File: src/rtl/core/irpc_pkg.sv
package irpc_pkg;

   // Widths of the register fields and of the result count
   localparam int TIMEOUT_W    = 12;
   localparam int LIMIT_W      = 9;
   localparam int PAIR_COUNT_W = 9;
   localparam int CSR_DATA_W   = 32;
   localparam int CSR_ADDR_W   = 3;

   localparam logic [TIMEOUT_W-1:0] TIMEOUT_RESET = 12'd2000;
   localparam logic [LIMIT_W-1:0]   LIMIT_RESET   = 9'd200;

   // Register index, taken from paddr[2]
   localparam logic REG_TIMEOUT = 1'b0;
   localparam logic REG_LIMIT   = 1'b1;

   // Event codes
   localparam logic [1:0] EV_NONE  = 2'd0;
   localparam logic [1:0] EV_DONE  = 2'd1;
   localparam logic [1:0] EV_ERROR = 2'd2;

   typedef struct packed {
      logic rx_level;
      logic replay_request;
   } req_word_type;

   typedef struct packed {
      logic                    tx_level;
      logic                    busy_res;
      logic [1:0]              event_code;
      logic [PAIR_COUNT_W-1:0] pair_count;
   } rsp_word_type;

endpackage

File: src/rtl/core/irpc_seq.sv
module irpc_seq #(
   parameter int MAX_PAIRS  = 256,
   parameter int COUNT_BITS = 12
) (
   input  logic                                clock,
   input  logic                                reset,
   input  logic                                fire,
   input  irpc_pkg::req_word_type              req_word,
   input  logic [irpc_pkg::TIMEOUT_W-1:0]      pulse_timeout,
   input  logic [irpc_pkg::LIMIT_W-1:0]        pair_limit,
   input  logic [2*COUNT_BITS-1:0]             rd_data,
   output logic [$clog2(MAX_PAIRS)-1:0]        rd_addr,
   output logic                                wr_en,
   output logic [$clog2(MAX_PAIRS)-1:0]        wr_addr,
   output logic [2*COUNT_BITS-1:0]             wr_data,
   output irpc_pkg::rsp_word_type              rsp_word
);

   localparam int IW   = $clog2(MAX_PAIRS);
   localparam int PCW  = $clog2(MAX_PAIRS + 1);
   localparam int CB   = COUNT_BITS;
   localparam int TCW  = (CB > irpc_pkg::TIMEOUT_W) ? CB : irpc_pkg::TIMEOUT_W;
   localparam int LCW  = (PCW > irpc_pkg::LIMIT_W) ? PCW : irpc_pkg::LIMIT_W;
   localparam logic [TCW-1:0] CntMax  = TCW'((1 << CB) - 1);
   localparam logic [LCW-1:0] PairMax = LCW'(MAX_PAIRS);

   typedef enum logic [2:0] {
      MODE_IDLE,
      MODE_CAP_ON,
      MODE_CAP_OFF,
      MODE_REP_ON,
      MODE_REP_OFF
   } mode_type;

   mode_type       mode_ff, mode_in;
   logic [PCW-1:0] pi_ff, pi_in;
   logic [CB-1:0]  wc_ff, wc_in;
   logic [PCW-1:0] cnt_ff, cnt_in;
   logic [CB-1:0]  on_ff, on_in;

   logic [TCW-1:0] tmo_ext;
   logic [CB-1:0]  tmo;
   logic           tmo_one;
   logic [LCW-1:0] lim_ext;
   logic [PCW-1:0] lim;

   logic [CB-1:0]  wc_inc;
   logic [PCW-1:0] pi_inc;

   logic           rep_on;
   logic [PCW-1:0] rep_pi;
   logic [CB-1:0]  rep_wc_inc;
   logic [CB-1:0]  rep_w;
   logic           rep_done;
   logic [PCW-1:0] rep_pi_inc;

   logic           tx;
   logic           busy;
   logic [1:0]     ev;

   // effective timeout: zero acts as one, saturates at the counter range
   always_comb begin
      tmo_ext = TCW'(pulse_timeout);
      if (tmo_ext == '0) begin
         tmo_ext = TCW'(1);
      end else if (tmo_ext > CntMax) begin
         tmo_ext = CntMax;
      end
      tmo     = tmo_ext[CB-1:0];
      tmo_one = (tmo == CB'(1));
   end

   always_comb begin
      lim_ext = LCW'(pair_limit);
      if (lim_ext == '0) begin
         lim_ext = LCW'(1);
      end else if (lim_ext > PairMax) begin
         lim_ext = PairMax;
      end
      lim = lim_ext[PCW-1:0];
   end

   assign wc_inc = wc_ff + 1'b1;
   assign pi_inc = pi_ff + 1'b1;

   // playback step; starting from idle it runs on pair 0 with a zero count
   always_comb begin
      rep_on     = (mode_ff != MODE_REP_OFF);
      rep_pi     = (mode_ff == MODE_IDLE) ? '0 : pi_ff;
      rep_wc_inc = ((mode_ff == MODE_IDLE) ? '0 : wc_ff) + 1'b1;
      rep_w      = rep_on ? rd_data[2*CB-1:CB] : rd_data[CB-1:0];
      rep_done   = (rep_wc_inc >= rep_w) || (rep_wc_inc == '0);
      rep_pi_inc = rep_pi + 1'b1;
   end

   always_comb begin
      mode_in = mode_ff;
      pi_in   = pi_ff;
      wc_in   = wc_ff;
      cnt_in  = cnt_ff;
      on_in   = on_ff;
      wr_en   = 1'b0;
      wr_data = {on_ff, wc_ff};
      tx      = 1'b0;
      busy    = 1'b0;
      ev      = irpc_pkg::EV_NONE;
      if (fire) begin
         unique case (mode_ff)
            MODE_IDLE: begin
               if (req_word.replay_request && (cnt_ff != '0)) begin
                  mode_in = MODE_REP_ON;
               end else if (req_word.rx_level) begin
                  busy   = 1'b1;
                  cnt_in = '0;
                  pi_in  = '0;
                  wc_in  = CB'(1);
                  if (tmo_one) begin
                     mode_in = MODE_IDLE;
                     ev      = irpc_pkg::EV_ERROR;
                  end else begin
                     mode_in = MODE_CAP_ON;
                  end
               end
            end
            MODE_CAP_ON: begin
               busy = 1'b1;
               if (req_word.rx_level) begin
                  wc_in = wc_inc;
                  if (wc_inc >= tmo) begin
                     mode_in = MODE_IDLE;
                     cnt_in  = '0;
                     ev      = irpc_pkg::EV_ERROR;
                  end
               end else begin
                  on_in   = wc_ff;
                  wc_in   = CB'(1);
                  mode_in = MODE_CAP_OFF;
                  if (tmo_one) begin
                     wr_en   = 1'b1;
                     wr_data = {wc_ff, CB'(1)};
                     mode_in = MODE_IDLE;
                     cnt_in  = pi_inc;
                     ev      = irpc_pkg::EV_DONE;
                  end
               end
            end
            MODE_CAP_OFF: begin
               busy = 1'b1;
               if (!req_word.rx_level) begin
                  wc_in = wc_inc;
                  if (wc_inc >= tmo) begin
                     wr_en   = 1'b1;
                     wr_data = {on_ff, wc_inc};
                     mode_in = MODE_IDLE;
                     cnt_in  = pi_inc;
                     ev      = irpc_pkg::EV_DONE;
                  end
               end else begin
                  wr_en = 1'b1;
                  pi_in = pi_inc;
                  if (pi_inc >= lim) begin
                     mode_in = MODE_IDLE;
                     cnt_in  = pi_inc;
                     ev      = irpc_pkg::EV_DONE;
                  end else begin
                     wc_in   = CB'(1);
                     mode_in = MODE_CAP_ON;
                     if (tmo_one) begin
                        mode_in = MODE_IDLE;
                        cnt_in  = '0;
                        ev      = irpc_pkg::EV_ERROR;
                     end
                  end
               end
            end
            MODE_REP_ON, MODE_REP_OFF: begin
            end
            default: begin
               mode_in = MODE_IDLE;
            end
         endcase

         if (mode_in == MODE_REP_ON || mode_in == MODE_REP_OFF) begin
            busy  = 1'b1;
            tx    = rep_on;
            pi_in = rep_pi;
            if (rep_done) begin
               wc_in = '0;
               if (rep_on) begin
                  mode_in = MODE_REP_OFF;
               end else begin
                  pi_in   = rep_pi_inc;
                  mode_in = (rep_pi_inc >= cnt_ff) ? MODE_IDLE : MODE_REP_ON;
               end
            end else begin
               wc_in = rep_wc_inc;
            end
         end
      end
   end

   always_ff @(posedge clock) begin
      if (reset) begin
         mode_ff <= MODE_IDLE;
         pi_ff   <= '0;
         wc_ff   <= '0;
         cnt_ff  <= '0;
      end else begin
         mode_ff <= mode_in;
         pi_ff   <= pi_in;
         wc_ff   <= wc_in;
         cnt_ff  <= cnt_in;
      end
   end

   always_ff @(posedge clock) begin
      on_ff <= on_in;
   end

   // prefetch the pair the next word will need; idle points at pair 0
   assign rd_addr = (mode_in == MODE_REP_ON || mode_in == MODE_REP_OFF) ?
                    pi_in[IW-1:0] : '0;
   assign wr_addr = pi_ff[IW-1:0];

   assign rsp_word.tx_level   = tx;
   assign rsp_word.busy_res   = busy;
   assign rsp_word.event_code = ev;
   assign rsp_word.pair_count = irpc_pkg::PAIR_COUNT_W'(cnt_in);

   a_err_clears_count: assert property (@(posedge clock) disable iff (reset)
      (fire && ev == irpc_pkg::EV_ERROR) |-> (cnt_in == '0))
      else $error("capture error left a nonzero pair count");

   a_capture_count_zero: assert property (@(posedge clock) disable iff (reset)
      (mode_ff == MODE_CAP_ON || mode_ff == MODE_CAP_OFF) |-> (cnt_ff == '0))
      else $error("stored count nonzero during capture");

   a_replay_in_range: assert property (@(posedge clock) disable iff (reset)
      (mode_ff == MODE_REP_ON || mode_ff == MODE_REP_OFF) |-> (pi_ff < cnt_ff))
      else $error("playback index beyond stored count");

   a_write_in_capture: assert property (@(posedge clock) disable iff (reset)
      wr_en |-> (fire && (mode_ff == MODE_CAP_ON || mode_ff == MODE_CAP_OFF)))
      else $error("pair memory written outside capture");

   a_hold_without_word: assert property (@(posedge clock) disable iff (reset)
      !fire |=> ($stable(mode_ff) && $stable(pi_ff) && $stable(cnt_ff)))
      else $error("sequencer state moved without an accepted word");

endmodule

File: config.mk
export PLATFORM = sky130hd
export DESIGN_NAME = irpc_seq
export DESIGN_NICKNAME = d
export VERILOG_FILES = /design/src/rtl/core/irpc_pkg.sv /design/src/rtl/core/irpc_seq.sv
export SDC_FILE = /design/constraint.sdc
export NUM_CORES = 1
export LEC_CHECK = 0
export BUFFER_PORTS_ARGS = -buffer_cell sky130_fd_sc_hd__buf_2
export CAP_MARGIN = 25
export CORE_ASPECT_RATIO = 1.25
export CORE_MARGIN = 4
export CORE_UTILIZATION = 55
export CTS_CLUSTER_DIAMETER = 120
export DETAILED_ROUTE_END_ITERATION = 8
export PLACE_DENSITY_LB_ADDON = 0.1
export SYNTH_ARGS = -nofsm -noshare
export SYNTH_HDL_FRONTEND = slang
export SYNTH_SLANG_ARGS = --single-unit
export TNS_END_PERCENT = 20
File: constraint.sdc
create_clock -name clock -period 10.3 [get_ports clock]
set_clock_uncertainty 0.1 [all_clocks]
set_input_delay 3.09 -clock clock [delete_from_list [all_inputs] [get_ports clock]]
set_output_delay 3.09 -clock clock [all_outputs]
set_load 0.005 [all_outputs]
Word-level counts from Yosys, hierarchy flattened
Cells that the tools add are included.
Widths: inputs -> output; s select.
Cells by class
  add/sub/neg operators: 4
  order comparisons: 6
  eq/ne operators: 14
  multiplexer cells: 80
  bitwise operators: 1
  reductions and logical operators: 16
Operator list (count)
  $mux 9: 19
  $mux 12: 13
  $mux 24: 3
  $pmux 24 s2: 1
  $pmux 12 s3: 1
  $mux 3: 10
  $pmux 9 s3: 1
  $add 12x1->12 const B: 2
  $ge 12x12->1: 2
  $logic_not 12->1: 2
  $mux 2: 10
  $add 9x1->9 const B: 2
  $ge 9x9->1: 2
  $pmux 9 s2: 1
  $mux 8: 2
  $mux 1: 15
  $eq 12x1->1 const B: 1
  $eq 3x2->1 const B: 4
  $gt 12x12->1 const B: 1
  $pmux 3 s4: 1
  $reduce_and 5->1: 2
  $eq 3x3->1 const B: 3
  $gt 9x9->1 const B: 1
  $logic_not 9->1: 1
  other kinds (15): 21
Storage, ports and cells
  register bits: 45
  bits of input ports: 50
  output and inout bits: 54
  logic and storage cells: 127

Depth between registers and ports, before layout
  depth after elaboration: 16
  mapped depth: 22
  gate-level depth less buffers: 18

Worst setup path after synthesis
No wires, ideal clock.
  path type: in2out
  start: input port pulse_timeout[1] in the netlist's numbering
  end: output port rsp_word[1] in the netlist's numbering
  arrival time: 6.437 ns
  required time: 7.110 ns
  path slack: 0.673 ns
  stages on the path: 14
  path through: or4_1 > nor3b_1 > clkbuf_1 > or2_2 > ha_1 > nor2b_1 > o21ai_0 > a211oi_1 > o21a_1 > clkbuf_1 > nand2_1 > a32o_1 > a221oi_1 > inv_1
RTL lines
  start, declared: line irpc_seq.sv:9  | input logic [irpc_pkg::TIMEOUT_W-1:0] pulse_timeout,
  end, declared: line irpc_seq.sv:16  | output irpc_pkg::rsp_word_type rsp_word

Final worst setup path
  start: input port pulse_timeout[1] in the netlist's numbering
  end: output port rd_addr[1]
Between the ends
  word-level cells in the longest chain between the ends: 16
  elaborated cells between the ends (all ways): 28
  classes of those cells: order compare: 2; eq/ne: 5; mux: 18; reduce/logical: 3
RTL lines
  $gt 12x12->1: line irpc_seq.sv:66  | end else if (tmo_ext > CntMax) begin
  $mux 12: line irpc_seq.sv:66
  $mux 12 *: line irpc_seq.sv:64  | if (tmo_ext == '0) begin
  branches (longest 4 deep; another with $ge 12x12->1)
  $pmux 3 s4 *: line irpc_seq.sv:108  | unique case (mode_ff)
  $mux 3 *: line irpc_seq.sv:107  | if (fire) begin
  $eq 3x2->1 or $eq 3x3->1 (tied branches): line irpc_seq.sv:183  | if (mode_in == MODE_REP_ON || mode_in == MODE_REP_OFF) begin
  $logic_or 1x1->1: line irpc_seq.sv:183
  $mux 3: line irpc_seq.sv:183
  $mux 3: line irpc_seq.sv:107
  $eq 3x2->1 or $eq 3x3->1 (tied branches): line irpc_seq.sv:221  | assign rd_addr = (mode_in == MODE_REP_ON || mode_in == MODE_REP_OFF) ?
  $logic_or 1x1->1: line irpc_seq.sv:221
  $mux 8 *: line irpc_seq.sv:221
  end, declared: line irpc_seq.sv:12  | output logic [$clog2(MAX_PAIRS)-1:0] rd_addr,
Every way passes the cells marked *. The select of a mux whose other input is x is not followed.

==> impl_metrics.yaml <==
drt:
  avgViaCountPerCell: 6.53
  firstDrtPassIters: 6
  detail_route.wl_per_cell_um: 19.8
  totalWireLength_mm: 17.9
  drc: 0
  drt.antenna.violating_nets: 0
  drt_iter0_drc: 544
  vias: 5880
logic_synthesis:
  synth_fp_nets: 813
  synth_seq_cells: 45
  ys_types: 77
  synth_edf_count: 12
  ys.warnings.count: 0
  ys.flop_type: "dfxtp_1"
  synthArstFlopShare: 0
  syn-cell-area_um2: 5340
  ys_seq_area_frac: 0.191
  synth_cells: 716
  syn_avg_cell_area_um2: 7.45
placement:
  portBuffers: 103
  post-place-ws_ns: 0.424
  dpl.hpwl_mm: 13.7
  dp_cells: 890
  place_congestion: 0.977
power_and_ir_drop:
  p_total_mw: 0.540
  p_leak_nw: 2.61
  ir_drop_mv: 0.0622
  power_density_nw_per_um2: 91.3
cells_and_area:
  area.growth.synth_to_final_pct: 10.8
  final_nets: 873
  layout_common_cells: "buf_2, nand2_1, nor2_1, ha_1, o21ai_0"
  final_common_cell: "buf_2"
  nFillCells: 907
  drive_gt1_frac: 0.201
  antenna_cells: 0
  layoutNonFillerInstCount: 900
clock_tree:
  clkTransAtPathRegs_ns: 0.07
  cts_buffers: 5
  cts_buffer_depth: 2
  clock_latency_ns: 0.30
  hold_buffers: 0
  cts_tree: "done"
  cts_num_sinks: 45
  cts_root_buffer: "clkbuf_16"
  cts_setup_buffers: 0
  cts_max_level: 2
  postCtsResizedCells: 0
critical_path:
  critPathLaunchType: "input pin"
  crit_type: "input pin to primary output"
  worst_path_largest_cell_delay_ns: 0.56
  critPathBufInv: 2
  crit_chain: "buf_2, or4_1, nor3b_1, or2_2, ha_1, nor2b_1, o21ai_0, a211oi_1, o211ai_1, o221a_2, a211oi_1, o21ai_2, a21oi_1, buf_2"
  cp_top_family: "compound AO/OA/AOI/OAI gates"
  critical_path_required_ns: 7.11
  crit_fanout: 8
  critPathCaptureType: "primary output"
  crit_arrival_ns: 6.51
  cp_slowest_cell: "or4_1"
min_path:
  hp-class: "register to register"
timing:
  whs_ns: 0.452
  finalSetupViolCount: 0
  finalCritPeriodShare: 0.942
  rsz0062_at_grt: "false"
  slew_viol_final: 0
  fin_tns_setup_ns: 0
  setup_ws_ns: 0.597
  slew_headroom: 0.295
  worst_pin_slew_ns: 1.05
  period_needed_ns: 9.70
  max_freq_mhz: 103
  finalHoldViolCount: 0
global_route:
  grt_pass1_vias: 5598
  grt_pass1_wl_mm: 28.1
  antenna_found_initial: 0
  grt_overflow: 0
  grt_max_degree: 39
  grtUsageTotal: 0.311
floorplan:
  pin_count: 104
  start_util: 0.572
  rows: 39
  dieArea_um2: 11300
  die_w_um: 96.1
  fp.coreArea_um2: 9320
  die_y_um: 118
run:
  max-cap-violations: 0
outcome:
  outcome: "complete, no violations"
## through the flow
stage	utilization	instance area, µm²
3_5_place_dp	0.618	5760
6_report	0.634	5910
5_1_grt	0.634	5910
3_3_place_gp	0.618	5760
2_1_floorplan	-	5340
4_1_cts	0.633	5900
## metal layers
layer / GRT usage / share of wire / routed length, µm
met1: 0.359 / 0.37 / 6570
met2: 0.551 / 0.52 / 9250
met3: 0.0396 / 0.074 / 1310
met4: 0.141 / 0.041 / 724
met5: 0 / 0 / 0
## where the power goes
group | internal [mW] | switching, mW
logic | 0.0627 | 0.106
registers | 0.188 | 0.0189
clock network | 0.0895 | 0.0745
total | 0.341 | 0.199
## worst register-to-register path, cell delays in order, from the launching register on
cell	delay, ns
dfxtp_1	0.79
or3_1	0.66
nand2_1	0.17
inv_1	0.13
ha_1	0.24
nand3_2	0.13
nand2b_1	0.24
nor2_1	0.16
xnor2_1	0.13
nor2_1	0.08
ha_1	0.20
a21o_1	0.15
a21o_1	0.16
a21oi_1	0.14
o21a_1	0.27
o21a_1	0.43
a21o_1	0.33
nand3_1	0.11
a21oi_1	0.16
## path summary, 6_finish.rpt
| kind | startpoint | slack, ns | cells after the start | endpoint |
|---|---|---|---|---|
| hold / removal | pi_ff[8] | 0.45 | 2 | pi_ff[8] |
| setup / recovery | pulse_timeout[1] | 0.60 | 14 | rd_addr[1] |
| setup reg to reg | mode_ff[1] | 5.43 | 18 | wc_ff[9] |
| hold reg to reg | pi_ff[8] | 0.45 | 2 | pi_ff[8] |
## Yosys cell counts (8+ instances only)
cell	instances	area [µm²]
a211oi_1	11	82.6
a21o_1	9	67.6
a21oi_1	43	215
a22o_1	8	70.1
and2_1	10	62.6
and3_1	8	50.1
buf_2	8	40.0
buf_4	12	90.1
clkbuf_1	31	116
dfxtp_1	33	661
edfxtp_1	12	360
ha_1	47	588
inv_1	35	131
mux2_2	13	146
mux2i_1	17	170
nand2_1	78	293
nand3_1	18	90.1
nand4_1	12	75.1
nor2_1	72	270
nor3_1	19	95.1
o211ai_1	12	90.1
o21ai_0	44	220
o31ai_1	8	60.1
or3_1	8	50.1
xnor2_1	15	131
xor2_1	14	123
## registers in the layout (all words and copies together), names as in the netlist
register  flops
mode_ff       3
pi_ff         9
on_ff        12
wc_ff        12
cnt_ff        9
## area by class of cell
cell class | instances | area (µm²) | area share
timing repair buffer | 113 | 591 | 0.0999
clock inverter | 2 | 10.0 | 0.00169
multi-input combinational | 574 | 3870 | 0.654
inverter | 37 | 139 | 0.0235
sequential | 45 | 1020 | 0.173
clock buffer | 6 | 129 | 0.0218
tap | 123 | 154 | 0.0260
## kinds of logic (layout without fill, tap and decap cells)
family | count (synthesis) | after routing | share of synthesized area
multiplexers | 30 | 30 | 0.0593
AO/OA/AOI/OAI | 205 | 205 | 0.265
AND/OR/NAND/NOR | 263 | 263 | 0.241
buffers and inverters | 97 | 158 | 0.0856
XOR/XNOR | 29 | 29 | 0.0476
adder cells (fa/ha/maj) | 47 | 47 | 0.110
flip-flops | 45 | 45 | 0.191
Power figures use the tool's default switching activity.
